$ cat config.mk
export PLATFORM = sky130hd
export DESIGN_NAME = rmq_sqrt
export DESIGN_NICKNAME = d
export VERILOG_FILES = /design/src/hdl/rmq_pkg.sv /design/src/hdl/rmq_sqrt.sv
export SDC_FILE = /design/constraint.sdc
export NUM_CORES = 1
export LEC_CHECK = 0
export BUFFER_PORTS_ARGS = -buffer_cell sky130_fd_sc_hd__buf_2
export CORE_MARGIN = 2
export CORE_UTILIZATION = 36
export CTS_BUF_LIST = sky130_fd_sc_hd__clkbuf_16
export DETAILED_ROUTE_END_ITERATION = 8
export MAX_ROUTING_LAYER = met4
export SLEW_MARGIN = 20
export SYNTH_ARGS = -nofsm -noshare
export SYNTH_HDL_FRONTEND = slang
export SYNTH_SLANG_ARGS = --single-unit
$ cat constraint.sdc
create_clock -name clk -period 3.2 [get_ports clk]
set_clock_uncertainty 0.15 [all_clocks]
set_input_delay 0 -clock clk [delete_from_list [all_inputs] [get_ports clk]]
set_output_delay 0 -clock clk [all_outputs]
set_load 0.03 [all_outputs]
$ cat src/hdl/rmq_pkg.sv
// shared constants, types and slot codes for the matrix to quaternion pipeline
`default_nettype none
package rmq_pkg;

    localparam int DATA_WIDTH = 16;
    localparam int FRAC_W     = DATA_WIDTH - 2;
    localparam int ELEMS      = 9;
    localparam int QUATS      = 4;
    localparam int IN_W       = ELEMS * DATA_WIDTH;
    localparam int OUT_W      = QUATS * DATA_WIDTH;
    localparam int TR_W       = DATA_WIDTH + 2;
    localparam int EXT_W      = DATA_WIDTH + 3;
    localparam int RAD_W      = DATA_WIDTH + 1;
    localparam int MAG_W      = DATA_WIDTH + 1;
    localparam int SQ_IN_W    = RAD_W + FRAC_W - 2;
    localparam int SQ_STEPS   = (SQ_IN_W + 1) / 2;
    localparam int SQ_PAD_W   = 2 * SQ_STEPS;
    localparam int ROOT_W     = SQ_STEPS;
    localparam int SQ_REM_W   = ROOT_W + 3;
    localparam int NUM_W      = MAG_W + FRAC_W - 1;
    localparam int QUO_W      = NUM_W;
    localparam int DREM_W     = ROOT_W + 1;

    localparam logic signed [EXT_W-1:0] Q_ONE_X = EXT_W'(1) << FRAC_W;
    localparam logic [QUO_W-1:0] Q_MAX_U = QUO_W'((64'd1 << (DATA_WIDTH - 1)) - 64'd1);
    localparam logic [QUO_W-1:0] Q_MIN_U = QUO_W'(64'd1 << (DATA_WIDTH - 1));
    localparam logic [DATA_WIDTH-1:0] Q_MAX = DATA_WIDTH'((64'd1 << (DATA_WIDTH - 1)) - 64'd1);
    localparam logic [DATA_WIDTH-1:0] Q_MIN = DATA_WIDTH'(64'd1 << (DATA_WIDTH - 1));
    localparam logic [DATA_WIDTH-1:0] Q_ONE = DATA_WIDTH'(64'd1 << FRAC_W);

    localparam logic [1:0] SLOT_X = 2'd0;
    localparam logic [1:0] SLOT_Y = 2'd1;
    localparam logic [1:0] SLOT_Z = 2'd2;
    localparam logic [1:0] SLOT_W = 2'd3;

    typedef struct packed {
        logic                              invalid;
        logic [1:0]                        big_idx;
        logic [QUATS-1:0]                  neg;
        logic [QUATS-1:0][MAG_W-1:0]       mag;
    } side_t;

    typedef struct packed {
        logic             invalid;
        logic [1:0]       big_idx;
        logic [QUATS-1:0] neg;
        logic [ROOT_W-1:0] big;
    } div_side_t;

    typedef struct packed {
        logic en;
        logic valid;
    } pipe_ctl_t;

endpackage
`default_nettype wire

$ cat src/hdl/rmq_sqrt.sv
// pipelined integer square root, one root bit per stage
`default_nettype none
module rmq_sqrt
    import rmq_pkg::*;
(
    input  wire logic              clk,
    input  wire logic              rst_n,
    input  wire pipe_ctl_t         ctl,
    input  wire logic [RAD_W-1:0]  rad,
    input  wire side_t             side_in,
    output logic                   out_valid,
    output logic [ROOT_W-1:0]      root,
    output side_t                  side_out
);

    logic [SQ_REM_W-1:0] rem_q  [SQ_STEPS+1];
    logic [ROOT_W-1:0]   root_q [SQ_STEPS+1];
    logic [SQ_PAD_W-1:0] bits_q [SQ_STEPS+1];
    side_t               side_q [SQ_STEPS+1];
    logic                vld_q  [SQ_STEPS+1];

    assign rem_q[0]  = '0;
    assign root_q[0] = '0;
    assign bits_q[0] = SQ_PAD_W'(rad) << (FRAC_W - 2);
    assign side_q[0] = side_in;
    assign vld_q[0]  = ctl.valid;

    for (genvar k = 0; k < SQ_STEPS; k++)
    begin : g_step
        logic [SQ_REM_W-1:0] rem_sh, trial;
        logic                take;
        logic [SQ_REM_W-1:0] rem_reg;
        logic [ROOT_W-1:0]   root_reg;
        logic [SQ_PAD_W-1:0] bits_reg;
        side_t               side_reg;
        logic                vld_reg, vld_next;

        always_comb
        begin
            rem_sh = {rem_q[k][SQ_REM_W-3:0], bits_q[k][SQ_PAD_W-1 -: 2]};
            trial  = SQ_REM_W'({root_q[k], 2'b01});
            take   = rem_sh >= trial;
        end

        assign vld_next = ctl.en ? vld_q[k] : vld_reg;

        always_ff @(posedge clk or negedge rst_n)
        begin
            if (!rst_n)
            begin
                vld_reg <= 1'b0;
            end
            else
            begin
                vld_reg <= vld_next;
            end
        end

        always_ff @(posedge clk)
        begin
            if (ctl.en)
            begin
                rem_reg  <= take ? rem_sh - trial : rem_sh;
                root_reg <= {root_q[k][ROOT_W-2:0], take};
                bits_reg <= bits_q[k] << 2;
                side_reg <= side_q[k];
            end
        end

        assign rem_q[k+1]  = rem_reg;
        assign root_q[k+1] = root_reg;
        assign bits_q[k+1] = bits_reg;
        assign side_q[k+1] = side_reg;
        assign vld_q[k+1]  = vld_reg;
    end

    assign out_valid = vld_q[SQ_STEPS];
    assign root      = root_q[SQ_STEPS];
    assign side_out  = side_q[SQ_STEPS];

endmodule
`default_nettype wire

==> results.json <==
{
  "place_congestion": 0.8338,
  "syn_inst": 2740,
  "core_area_sq_um": 149400,
  "regArea_sq_um": 45840,
  "rrSetupSlack_ps": 190,
  "rsz0062_at_grt": "yes",
  "routed_wirelength_microns": 74150,
  "setup_violations": 0,
  "die_area_sq_um": 153200,
  "finalHoldViolations": 0,
  "cts_root_buf": "clkbuf_16",
  "wl_per_cell_microns": 13.60,
  "synth_area_sq_um": 54040,
  "fin_crit_sh_pct": 93.93,
  "async_flop_share_pct": 0.9810,
  "power_density_nw_per_um2": 689.1,
  "yosysSeqAreaShare_pct": 84.82,
  "initial_core_util_pct": 36.17,
  "antenna_left": 0,
  "clk_pin_slew_ps": 60,
  "power.total_mw": 44.81,
  "crit_family": "compound AO/OA/AOI/OAI gates",
  "layout-drive-gt1-share_pct": 15.42,
  "multiInputGateArea_sq_um": 7456,
  "gr-usage-met3_pct": 2.769,
  "final_area_sq_um": 65020,
  "synth-seq-cells": 1529,
  "drtIter0Drc": 1574,
  "clk_latency_ps": 770,
  "max_stage_delay_ps": 600,
  "met2_usage_pct": 15.46,
  "port_buffers": 186,
  "place_area_sq_um": 58090,
  "startpoint": "g_step[10].rem_reg[0]$_SDFFCE_PP0P_",
  "cts_made_buffers": 160,
  "syn_nets": 2963,
  "clock_sinks": 1529,
  "largest_register_ffs": 1050,
  "status": "completed",
  "power.leakage_nw": 23.54,
  "crit_chain": "ha_1 > inv_1 > fa_1 > nor2b_1 > o31ai_1 > a21oi_1 > a2111oi_2 > buf_12 > a31oi_1 > a21o_1",
  "grt_start_max_net_pins": 112,
  "firstDrtPassIters": 5,
  "die_w_microns": 391.4,
  "via_per_inst": 4.396,
  "grt_pass1_vias": 24050,
  "ys_warn_count": 0,
  "vdd_drop_max_v": 0.0005273,
  "ys_types": 69,
  "max_slew_margin_pct": 37.32,
  "hold_ws_ps": 189.8,
  "tightest_slew_ps": 935.1,
  "fillers": 12820,
  "dpl.hpwl_microns": 43040,
  "setup_tns_ps": 0,
  "grt_busiest_layer": "met2",
  "drc": 0,
  "area_growth_pct": 20.32,
  "synth_edf_count": 1514,
  "cp.required_ps": 3580,
  "grt-ovfl-total": 0,
  "slew_viol_final": 0,
  "synth_ff_type": "edfxtp_1",
  "fin_util_pct": 43.52,
  "endpoint_kind": "flip-flop",
  "cts_tree": "built",
  "post_synth.cell_area_avg_sq_um": 19.72,
  "worstPathMaxFanout": 22,
  "grt_first_pass_wirelength_microns": 121200,
  "cap_violations": 0,
  "antenna_cells": 0,
  "min_path_type": "primary input to async pin",
  "cts_max_path_buffers": 3,
  "slowest_stage": "a2111oi_2",
  "path_class": "flip-flop to flip-flop",
  "die_y_microns": 391.4,
  "vias": 23970,
  "startpoint_type": "flip-flop",
  "arrival_ps": 3380,
  "grt_use_met1_pct": 12.56,
  "r2r-end": "g_step[11].rem_reg[11]$_DFFE_PP_",
  "track_usage_pct": 10.11,
  "grt_antenna_before_repair": 1,
  "fin_crit_ps": 3006,
  "crit_buf_inv": 2,
  "ios": 187,
  "rr_worst_depth": 10,
  "layout.nets": 3536,
  "r2r_start": "g_step[10].rem_reg[0]$_SDFFCE_PP0P_",
  "timing.fmax_mhz": 332.7,
  "htreeDepth": 4,
  "rows": 142,
  "post_cts_buffers": 0
}
==> per-layer routing <==
metal,up-vias,wire (microns),share of wire (%)
met2,443,34870,47
met4,0,2409,3.2
met5,-,0,0
met3,189,3540,4.8
met1,11590,33320,45
li1,11750,-,-
==> tightest hold or removal path, cell delays in order <==
cell and delay [ps]:
dlygate4sd3_1 520, buf_2 100, dlygate4sd3_1 980
==> what timing repair did <==
action,CTS,global route
setup endpoints to repair,1,11
hold buffers,190,0
hold endpoints to repair,1258,0
gates resized for setup,1,2
==> how the worst max path moves through the flow <==
stage	slack (ps)	to	cells past startpoint
finish	190	g_step[11].rem_reg[11]$_DFFE_PP_	10
CTS	60	g_step[10].rem_reg[15]$_DFFE_PP_	10
global placement	220	g_step[10].rem_reg[15]$_DFFE_PP_	10
floorplan	450	g_step[10].rem_reg[13]$_DFFE_PP_	10
detailed placement	-30	g_step[10].rem_reg[15]$_DFFE_PP_	10
global route	-3	g_step[10].rem_reg[9]$_DFFE_PP_	8
==> power breakdown <==
group | internal (mW) | total (mW) | switching (mW)
combinational | 1.32 | 3.00 | 1.67
clock | 9.98 | 17.4 | 7.45
sequential | 23.8 | 24.4 | 0.570
total | 35.1 | 44.8 | 9.70
==> cell usage after synthesis (5+ instances only) <==
library cell | instances | area share [%]
edfxtp_1 | 1514 | 84
inv_1 | 168 | 1.2
ha_1 | 122 | 2.8
nor2_1 | 95 | 0.66
a21oi_1 | 85 | 0.79
nand2_1 | 85 | 0.59
o21ai_0 | 77 | 0.71
xor2_1 | 73 | 1.2
xnor2_1 | 48 | 0.78
nor3_1 | 42 | 0.39
mux2_2 | 40 | 0.83
o21a_1 | 35 | 0.49
a21o_1 | 32 | 0.44
nor4_1 | 28 | 0.32
or3_1 | 23 | 0.27
nor2b_1 | 22 | 0.25
clkbuf_1 | 18 | 0.13
dfrtp_1 | 15 | 0.69
nand3_1 | 14 | 0.13
o31ai_1 | 14 | 0.19
or4_1 | 14 | 0.19
nand4_1 | 13 | 0.15
a211oi_1 | 11 | 0.15
mux2i_1 | 11 | 0.20
nand2b_1 | 10 | 0.12
a2111oi_0 | 9 | 0.15
o211ai_1 | 9 | 0.13
or2_2 | 9 | 0.10
and3_1 | 8 | 0.093
o21bai_1 | 7 | 0.097
nor3b_1 | 6 | 0.083
a211o_1 | 5 | 0.081
fa_1 | 5 | 0.19
mux2_4 | 5 | 0.14
o31a_1 | 5 | 0.081
==> layout make-up <==
type                            count  area share, %
Clock buffer                      162          6.235
Clock inverter                    124          1.489
Inverter                          168         0.9698
Multi-Input combinational cell   1021          11.47
Sequential cell                  1529          70.50
Tap cell                         2016          3.879
Timing Repair Buffer              433          5.461
==> kinds of logic (layout without fill, tap and decap cells) <==
logic type	after synthesis	after routing	synth area share, %
compound gates	322	322	3.830
xor+xnor	121	121	1.961
fa+ha+maj	127	127	3.010
buf+inv	190	887	1.396
flops	1529	1529	84.82
mux	56	56	1.176
other cells	1	1	0.006939
simple gates	394	394	3.797
==> cells in the final DEF, fill, tap and decap left out, types with 10 or more instances in the layout <==
cell and instances:
inv_1 211, clkinv_1 28, nor3_1 42, or4_1 14, nand2_1 84, o21a_1 35
a21o_1 32, o21ai_0 77, nand3_1 14, o31ai_1 14, ha_1 122, xnor2_1 48
buf_2 185, clkbuf_16 162, a21oi_1 85, nor2b_1 22, mux2i_1 11, nor4_1 28
nand2b_1 10, nand4_1 13, clkinv_2 20, a211oi_1 10, buf_4 35, or3_1 23
nor2_1 95, xor2_1 73, dlygate4sd3_1 190, mux2_2 40, dfrtp_1 15, buf_12 23
edfxtp_1 1514
==> stage by stage <==
step	cells	setup slack (ps)
2_1_floorplan	2740	447.8
3_3_place_gp	4977	217.9
3_5_place_dp	4977	-28.66
4_1_cts	5453	59.94
5_1_grt	5453	-3.180
6_report	5453	194.2
No activity file was read; power rests on OpenSTA's default activity.
