<file path="src/hdl/rmq_pkg.sv">
// shared constants, types and slot codes for the matrix to quaternion pipeline
`default_nettype none
package rmq_pkg;

    localparam int DATA_WIDTH = 16;
    localparam int FRAC_W     = DATA_WIDTH - 2;
    localparam int ELEMS      = 9;
    localparam int QUATS      = 4;
    localparam int IN_W       = ELEMS * DATA_WIDTH;
    localparam int OUT_W      = QUATS * DATA_WIDTH;
    localparam int TR_W       = DATA_WIDTH + 2;
    localparam int EXT_W      = DATA_WIDTH + 3;
    localparam int RAD_W      = DATA_WIDTH + 1;
    localparam int MAG_W      = DATA_WIDTH + 1;
    localparam int SQ_IN_W    = RAD_W + FRAC_W - 2;
    localparam int SQ_STEPS   = (SQ_IN_W + 1) / 2;
    localparam int SQ_PAD_W   = 2 * SQ_STEPS;
    localparam int ROOT_W     = SQ_STEPS;
    localparam int SQ_REM_W   = ROOT_W + 3;
    localparam int NUM_W      = MAG_W + FRAC_W - 1;
    localparam int QUO_W      = NUM_W;
    localparam int DREM_W     = ROOT_W + 1;

    localparam logic signed [EXT_W-1:0] Q_ONE_X = EXT_W'(1) << FRAC_W;
    localparam logic [QUO_W-1:0] Q_MAX_U = QUO_W'((64'd1 << (DATA_WIDTH - 1)) - 64'd1);
    localparam logic [QUO_W-1:0] Q_MIN_U = QUO_W'(64'd1 << (DATA_WIDTH - 1));
    localparam logic [DATA_WIDTH-1:0] Q_MAX = DATA_WIDTH'((64'd1 << (DATA_WIDTH - 1)) - 64'd1);
    localparam logic [DATA_WIDTH-1:0] Q_MIN = DATA_WIDTH'(64'd1 << (DATA_WIDTH - 1));
    localparam logic [DATA_WIDTH-1:0] Q_ONE = DATA_WIDTH'(64'd1 << FRAC_W);

    localparam logic [1:0] SLOT_X = 2'd0;
    localparam logic [1:0] SLOT_Y = 2'd1;
    localparam logic [1:0] SLOT_Z = 2'd2;
    localparam logic [1:0] SLOT_W = 2'd3;

    typedef struct packed {
        logic                              invalid;
        logic [1:0]                        big_idx;
        logic [QUATS-1:0]                  neg;
        logic [QUATS-1:0][MAG_W-1:0]       mag;
    } side_t;

    typedef struct packed {
        logic             invalid;
        logic [1:0]       big_idx;
        logic [QUATS-1:0] neg;
        logic [ROOT_W-1:0] big;
    } div_side_t;

    typedef struct packed {
        logic en;
        logic valid;
    } pipe_ctl_t;

endpackage
`default_nettype wire

</file>
<file path="src/hdl/rmq_front.sv">
// front stages: trace, axis choice, radicand and off-diagonal pair terms
`default_nettype none
module rmq_front
    import rmq_pkg::*;
(
    input  wire logic                  clk,
    input  wire logic                  rst_n,
    input  wire pipe_ctl_t             ctl,
    input  wire logic [IN_W-1:0]       elems,
    output logic                       out_valid,
    output logic [RAD_W-1:0]           rad,
    output side_t                      side
);

    logic signed [DATA_WIDTH-1:0] e [ELEMS];

    always_comb
    begin
        for (int n = 0; n < ELEMS; n++)
        begin
            e[n] = elems[n*DATA_WIDTH +: DATA_WIDTH];
        end
    end

    // stage a
    logic                         va_reg, va_next;
    logic signed [TR_W-1:0]       tr_reg;
    logic signed [DATA_WIDTH-1:0] e00_reg, e11_reg, e22_reg;
    logic                         gt_reg;
    logic signed [MAG_W-1:0]      d12_reg, d20_reg, d01_reg, a01_reg, a02_reg, a12_reg;

    assign va_next = ctl.en ? ctl.valid : va_reg;

    always_ff @(posedge clk or negedge rst_n)
    begin
        if (!rst_n)
        begin
            va_reg <= 1'b0;
        end
        else
        begin
            va_reg <= va_next;
        end
    end

    always_ff @(posedge clk)
    begin
        if (ctl.en)
        begin
            tr_reg  <= TR_W'(e[0]) + TR_W'(e[4]) + TR_W'(e[8]);
            e00_reg <= e[0];
            e11_reg <= e[4];
            e22_reg <= e[8];
            gt_reg  <= e[4] > e[0];
            d12_reg <= MAG_W'(e[5]) - MAG_W'(e[7]);
            d20_reg <= MAG_W'(e[6]) - MAG_W'(e[2]);
            d01_reg <= MAG_W'(e[1]) - MAG_W'(e[3]);
            a01_reg <= MAG_W'(e[1]) + MAG_W'(e[3]);
            a02_reg <= MAG_W'(e[2]) + MAG_W'(e[6]);
            a12_reg <= MAG_W'(e[5]) + MAG_W'(e[7]);
        end
    end

    // stage b
    logic signed [DATA_WIDTH-1:0] eii_a, eii_b;
    logic                         pick_z, trace_pos, inv;
    logic [1:0]                   big_idx;
    logic signed [EXT_W-1:0]      rad_t, rad_e, rad_s;
    logic signed [MAG_W-1:0]      d [QUATS];
    side_t                        side_b;

    always_comb
    begin
        eii_a     = gt_reg ? e11_reg : e00_reg;
        pick_z    = e22_reg > eii_a;
        eii_b     = pick_z ? e22_reg : eii_a;
        trace_pos = (tr_reg != '0) && !tr_reg[TR_W-1];
        rad_t     = EXT_W'(tr_reg) + Q_ONE_X;
        rad_e     = (EXT_W'(eii_b) <<< 1) - EXT_W'(tr_reg) + Q_ONE_X;
        rad_s     = trace_pos ? rad_t : rad_e;
        inv       = !trace_pos && (rad_e[EXT_W-1] || (rad_e == '0));
        if (trace_pos)
        begin
            big_idx = SLOT_W;
        end
        else if (pick_z)
        begin
            big_idx = SLOT_Z;
        end
        else if (gt_reg)
        begin
            big_idx = SLOT_Y;
        end
        else
        begin
            big_idx = SLOT_X;
        end
        case (big_idx)
            SLOT_X:
            begin
                d[0] = '0;      d[1] = a01_reg; d[2] = a02_reg; d[3] = d12_reg;
            end
            SLOT_Y:
            begin
                d[0] = a01_reg; d[1] = '0;      d[2] = a12_reg; d[3] = d20_reg;
            end
            SLOT_Z:
            begin
                d[0] = a02_reg; d[1] = a12_reg; d[2] = '0;      d[3] = d01_reg;
            end
            default:
            begin
                d[0] = d12_reg; d[1] = d20_reg; d[2] = d01_reg; d[3] = '0;
            end
        endcase
        side_b.invalid = inv;
        side_b.big_idx = big_idx;
        for (int s = 0; s < QUATS; s++)
        begin
            side_b.neg[s] = d[s][MAG_W-1];
            side_b.mag[s] = d[s][MAG_W-1] ? MAG_W'(-d[s]) : MAG_W'(d[s]);
        end
    end

    logic                vb_reg, vb_next;
    logic [RAD_W-1:0]    rad_reg;
    side_t               side_reg;

    assign vb_next = ctl.en ? va_reg : vb_reg;

    always_ff @(posedge clk or negedge rst_n)
    begin
        if (!rst_n)
        begin
            vb_reg <= 1'b0;
        end
        else
        begin
            vb_reg <= vb_next;
        end
    end

    always_ff @(posedge clk)
    begin
        if (ctl.en)
        begin
            rad_reg  <= inv ? RAD_W'(1) : rad_s[RAD_W-1:0];
            side_reg <= side_b;
        end
    end

    assign out_valid = vb_reg;
    assign rad       = rad_reg;
    assign side      = side_reg;

endmodule
`default_nettype wire

</file>
<file path="config.mk">
export PLATFORM = sky130hd
export DESIGN_NAME = rmq_front
export DESIGN_NICKNAME = d
export VERILOG_FILES = /design/src/hdl/rmq_pkg.sv /design/src/hdl/rmq_front.sv
export SDC_FILE = /design/constraint.sdc
export NUM_CORES = 1
export LEC_CHECK = 0
export ABC_CLOCK_PERIOD_IN_PS = 8620
export BUFFER_PORTS_ARGS = -buffer_cell sky130_fd_sc_hd__clkbuf_2
export CAP_MARGIN = 20
export CORE_AREA = 2 2 280 282
export CTS_BUF_LIST = sky130_fd_sc_hd__clkbuf_8
export CTS_CLUSTER_SIZE = 10
export DETAILED_ROUTE_END_ITERATION = 10
export DIE_AREA = 0 0 282 284
export SLEW_MARGIN = 25
export SYNTH_ARGS = -nofsm -noshare
export SYNTH_HDL_FRONTEND = slang
export SYNTH_SLANG_ARGS = --single-unit
</file>
<file path="constraint.sdc">
create_clock -name clk -period 8.62 [get_ports clk]
set_input_delay 0 -clock clk [delete_from_list [all_inputs] [get_ports clk]]
set_output_delay 0 -clock clk [all_outputs]
set_load 0.005 [all_outputs]
</file>
==> results.md <==
- Outcome: completed
- Final setup fails: 0
- Buffers & Inverters on Critical Path: 1
- Worst Hold Class: in2reg
- Vias per inst: 4.623
- Reg-to-reg setup timing slack: 1.72 ns
- CP cell instances: buf_4 -> mux2i_1 -> ha_1 -> o21ai_0 -> nor2_1 -> o221a_1 -> o311a_2 -> nor2_4 -> nor2_1 -> a21oi_1 -> ha_1 -> fa_1 -> a21o_1 -> a21oi_1 -> xnor2_1 -> nand2_1 -> or3_1 -> nor4b_1 -> nand4_1 -> and4b_1 -> a41o_1 -> o22ai_1
- Clock skew: 0.02493 ns
- Gr usage total: 14.54%
- RSZ-0062 raised after global routing: false
- Max Cap Viol: 0
- Hpwl dp: 47.51 mm
- Power per cell area: 228.5 nW/um^2
- H-tree depth: 2
- Slew Viols, Final: 0
- Die Y: 284 um
- Top Ports: 241
- Final Worst Setup Slack: 1.715 ns
- First-pass GRT wire length: 89.14 mm
- Syn avg cell area: 9.907 um^2
- Drt pass-1 iters: 5
- Post-route cell area: 23840 um^2
- Final Non-Filler Cells: 3386
- Post-DRT Antenna Nets: 0
- Largest net degree at the start of global routing: 114
- Pleak: 10.14 nW
- Hold endpoint: d20_reg[9]
- Fmax: 0.1448 GHz
- CTS tree: done
- CP delay by family, top: compound AO/OA/AOI/OAI gates
- Mapped Nets: 2287
- Worst VDD drop: 108.2 uV
- DRT iter0 DRCs: 903
- Die span in x: 282 um
- Commonest cells after routing, fill and taps aside: 258 x edfxtp_1, 239 x clkbuf_2, 209 x inv_1
- Synth Register Bits: 260
- Quantity of I/O buffers inserted on ports: 240
- Async set or reset register ratio after synthesis: 0.7692%
- CP startpoint kind: register
- Core ar.: 76960 um^2
- Hold Path Depth: 4
- Max clock buf depth: 3
- Worst Reg-to-Reg Cells: 22
- Worst Path Max Fanout: 31
- Clock sink count: 260
- Final Critical Period: 6.905 ns
- Tcrit/Tclk final: 80.10%
- WS Path Type: reg2reg
- Max reg flops: 75
- Reg2Reg Launch Point: gt_reg
- GP Congestion: 0.8857
- Placed cell area: 21460 um^2
- Cell Area, Synth: 19130 um^2
- Post-cts resize count: 0
- GR Overflow Total: 0
- Clk_lat worst skew: 0.60 ns
- Worst reg2reg endpoint: rad[9]
- Number of global-route vias before repair: 15150
- Initial antenna violation count: 29
- Clk slew on worst S/H paths: 0.05 ns
- Max_slew headroom: 37.44%
- Post-synth top flop: edfxtp_1
- Hold Crit Start: elems[104]
- Worst Path Required: 8.93 ns
- Cells after Synth: 1931
- Post-Route WL: 59.95 mm
- Final nets: 2658
- Worst Path Arrival: 7.21 ns
- Initial Utilization: 24.86%
- CP Capture Type: register
- Seq/Total Area, Yosys: 40.76%
- Setup tns final: 0 ns
- DRC viols: 0
- Slowest stage cell, crit path: edfxtp_1
- Final Util: 30.98%
- Commonest non-fill, non-tap cell in the layout: edfxtp_1
- Fin. Hold Viols: 0
- Via Count: 15660
- Pre-CTS setup slack: 1.762 ns
- CP peak stage delay: 0.63 ns
- Post-synth EDFFs: 258
- CTS buffer count: 44
- Filler Cell Count: 7873
- Slew @ Worst Pin: 0.9262 ns
- Root Buffer: clkbuf_8
- Area Overhead vs Synth: 24.62%
- Num rows: 102
- Cell variety after synth: 84
- Layout cells sized above 1: 15.72%
- Area of the die: 80090 um^2
- Yosys warns: 0
- Placed insts: 3150
- DR WL/cell: 17.70 um
==> worst reg2reg max path, delay by kind of cell, from the launching register on <==
| family | cells | cell delay (ns) |
|---|---|---|
| AOI/OAI and AO/OA | 8 | 2.22 |
| and+or+nand+nor | 8 | 1.82 |
| adders and majority gates | 3 | 1.04 |
| DFF | 1 | 0.63 |
| buffers and inverters | 1 | 0.43 |
| muxes | 1 | 0.33 |
| xor gates and xnor gates | 1 | 0.18 |
==> worst max-delay path by stage <==
stage | startpoint | to | slack, ns | cells past startpoint
floorplan | gt_reg | rad[1] | 0.67 | 34
global placement | gt_reg | rad[1] | 1.89 | 22
finish | gt_reg | rad[9] | 1.72 | 22
CTS | gt_reg | rad[9] | 1.78 | 22
global route | gt_reg | rad[6] | 1.29 | 22
detailed placement | gt_reg | rad[9] | 1.76 | 22
==> stage by stage <==
stage                     power [mW]  hold slack, ns
final                          5.447         0.03410
after global routing           5.811         0.05608
after CTS                      5.480       0.0002391
after detailed placement       4.251         -0.2114
after global placement         4.250         -0.2116
after floorplan                3.465         -0.2956
==> cells in the mapped netlist (9+ instances only) <==
| master | count | area, um^2 |
|---|---|---|
| a211oi_1 | 15 | 112.6 |
| a21o_1 | 19 | 142.6 |
| a21oi_1 | 143 | 715.7 |
| a31oi_1 | 25 | 156.4 |
| and3_1 | 39 | 244.0 |
| buf_1 | 14 | 52.55 |
| buf_2 | 17 | 85.08 |
| clkbuf_1 | 41 | 153.9 |
| edfxtp_1 | 258 | 7747 |
| fa_1 | 24 | 480.5 |
| ha_1 | 184 | 2302 |
| inv_1 | 200 | 750.7 |
| mux2i_1 | 49 | 490.5 |
| nand2_1 | 132 | 495.5 |
| nand2b_1 | 16 | 100.1 |
| nand3_1 | 26 | 130.1 |
| nand4_1 | 10 | 62.56 |
| nor2_1 | 150 | 563.0 |
| nor2b_1 | 22 | 137.6 |
| nor3_1 | 48 | 240.2 |
| nor3b_1 | 9 | 67.56 |
| nor4_1 | 9 | 56.30 |
| o211ai_1 | 14 | 105.1 |
| o21a_1 | 12 | 90.09 |
| o21ai_0 | 88 | 440.4 |
| o21bai_1 | 23 | 172.7 |
| o31ai_1 | 35 | 262.8 |
| or2_2 | 9 | 56.30 |
| or3_1 | 13 | 81.33 |
| xnor2_1 | 94 | 823.3 |
| xor2_1 | 41 | 359.1 |
==> power by group <==
part / leakage, nW / internal, mW / switching (mW)
Sequential: 2.57 / 1.77 / 0.174
Combinational: 7.09 / 0.959 / 1.41
Clock: 0.490 / 0.614 / 0.527
Total: 10.1 / 3.34 / 2.11
==> cell families (layout without fill, tap and decap cells) <==
logic type	Yosys count	in the layout	synth area share, %
AOI/OAI and AO/OA	470	470	16.24
xor gates and xnor gates	135	135	6.180
adders and majority gates	208	208	14.55
buffers and inverters	275	679	5.585
DFF	260	260	40.76
muxes	56	56	2.976
other	0	11	0
and+or+nand+nor	527	527	13.71
==> final cells by class <==
class / instances / area [um^2] / share of cell area (%)
Inverter: 201 / 754.5 / 3.165
Timing Repair Buffer: 399 / 2770 / 11.62
Clock inverter: 30 / 215.2 / 0.9027
Tap cell: 1040 / 1301 / 5.458
Clock buffer: 49 / 674.4 / 2.829
Multi-Input combinational cell: 1396 / 10300 / 43.20
Sequential cell: 260 / 7797 / 32.71
Antenna cell: 11 / 27.53 / 0.1155
==> what timing repair did <==
action,CTS,global route
setup buffers,0,0
hold buffers,146,0
hold endpoints to repair,113,0
==> per-layer routing <==
layer | share of wire, % | up-vias | GRT usage [%]
li1 | - | 7750 | -
met1 | 45 | 7272 | 19.26
met2 | 44 | 460 | 22.89
met3 | 7.3 | 137 | 3.647
met4 | 3.1 | 36 | 5.027
met5 | 0.35 | - | 0
No activity file was read; power rests on OpenSTA's default activity.
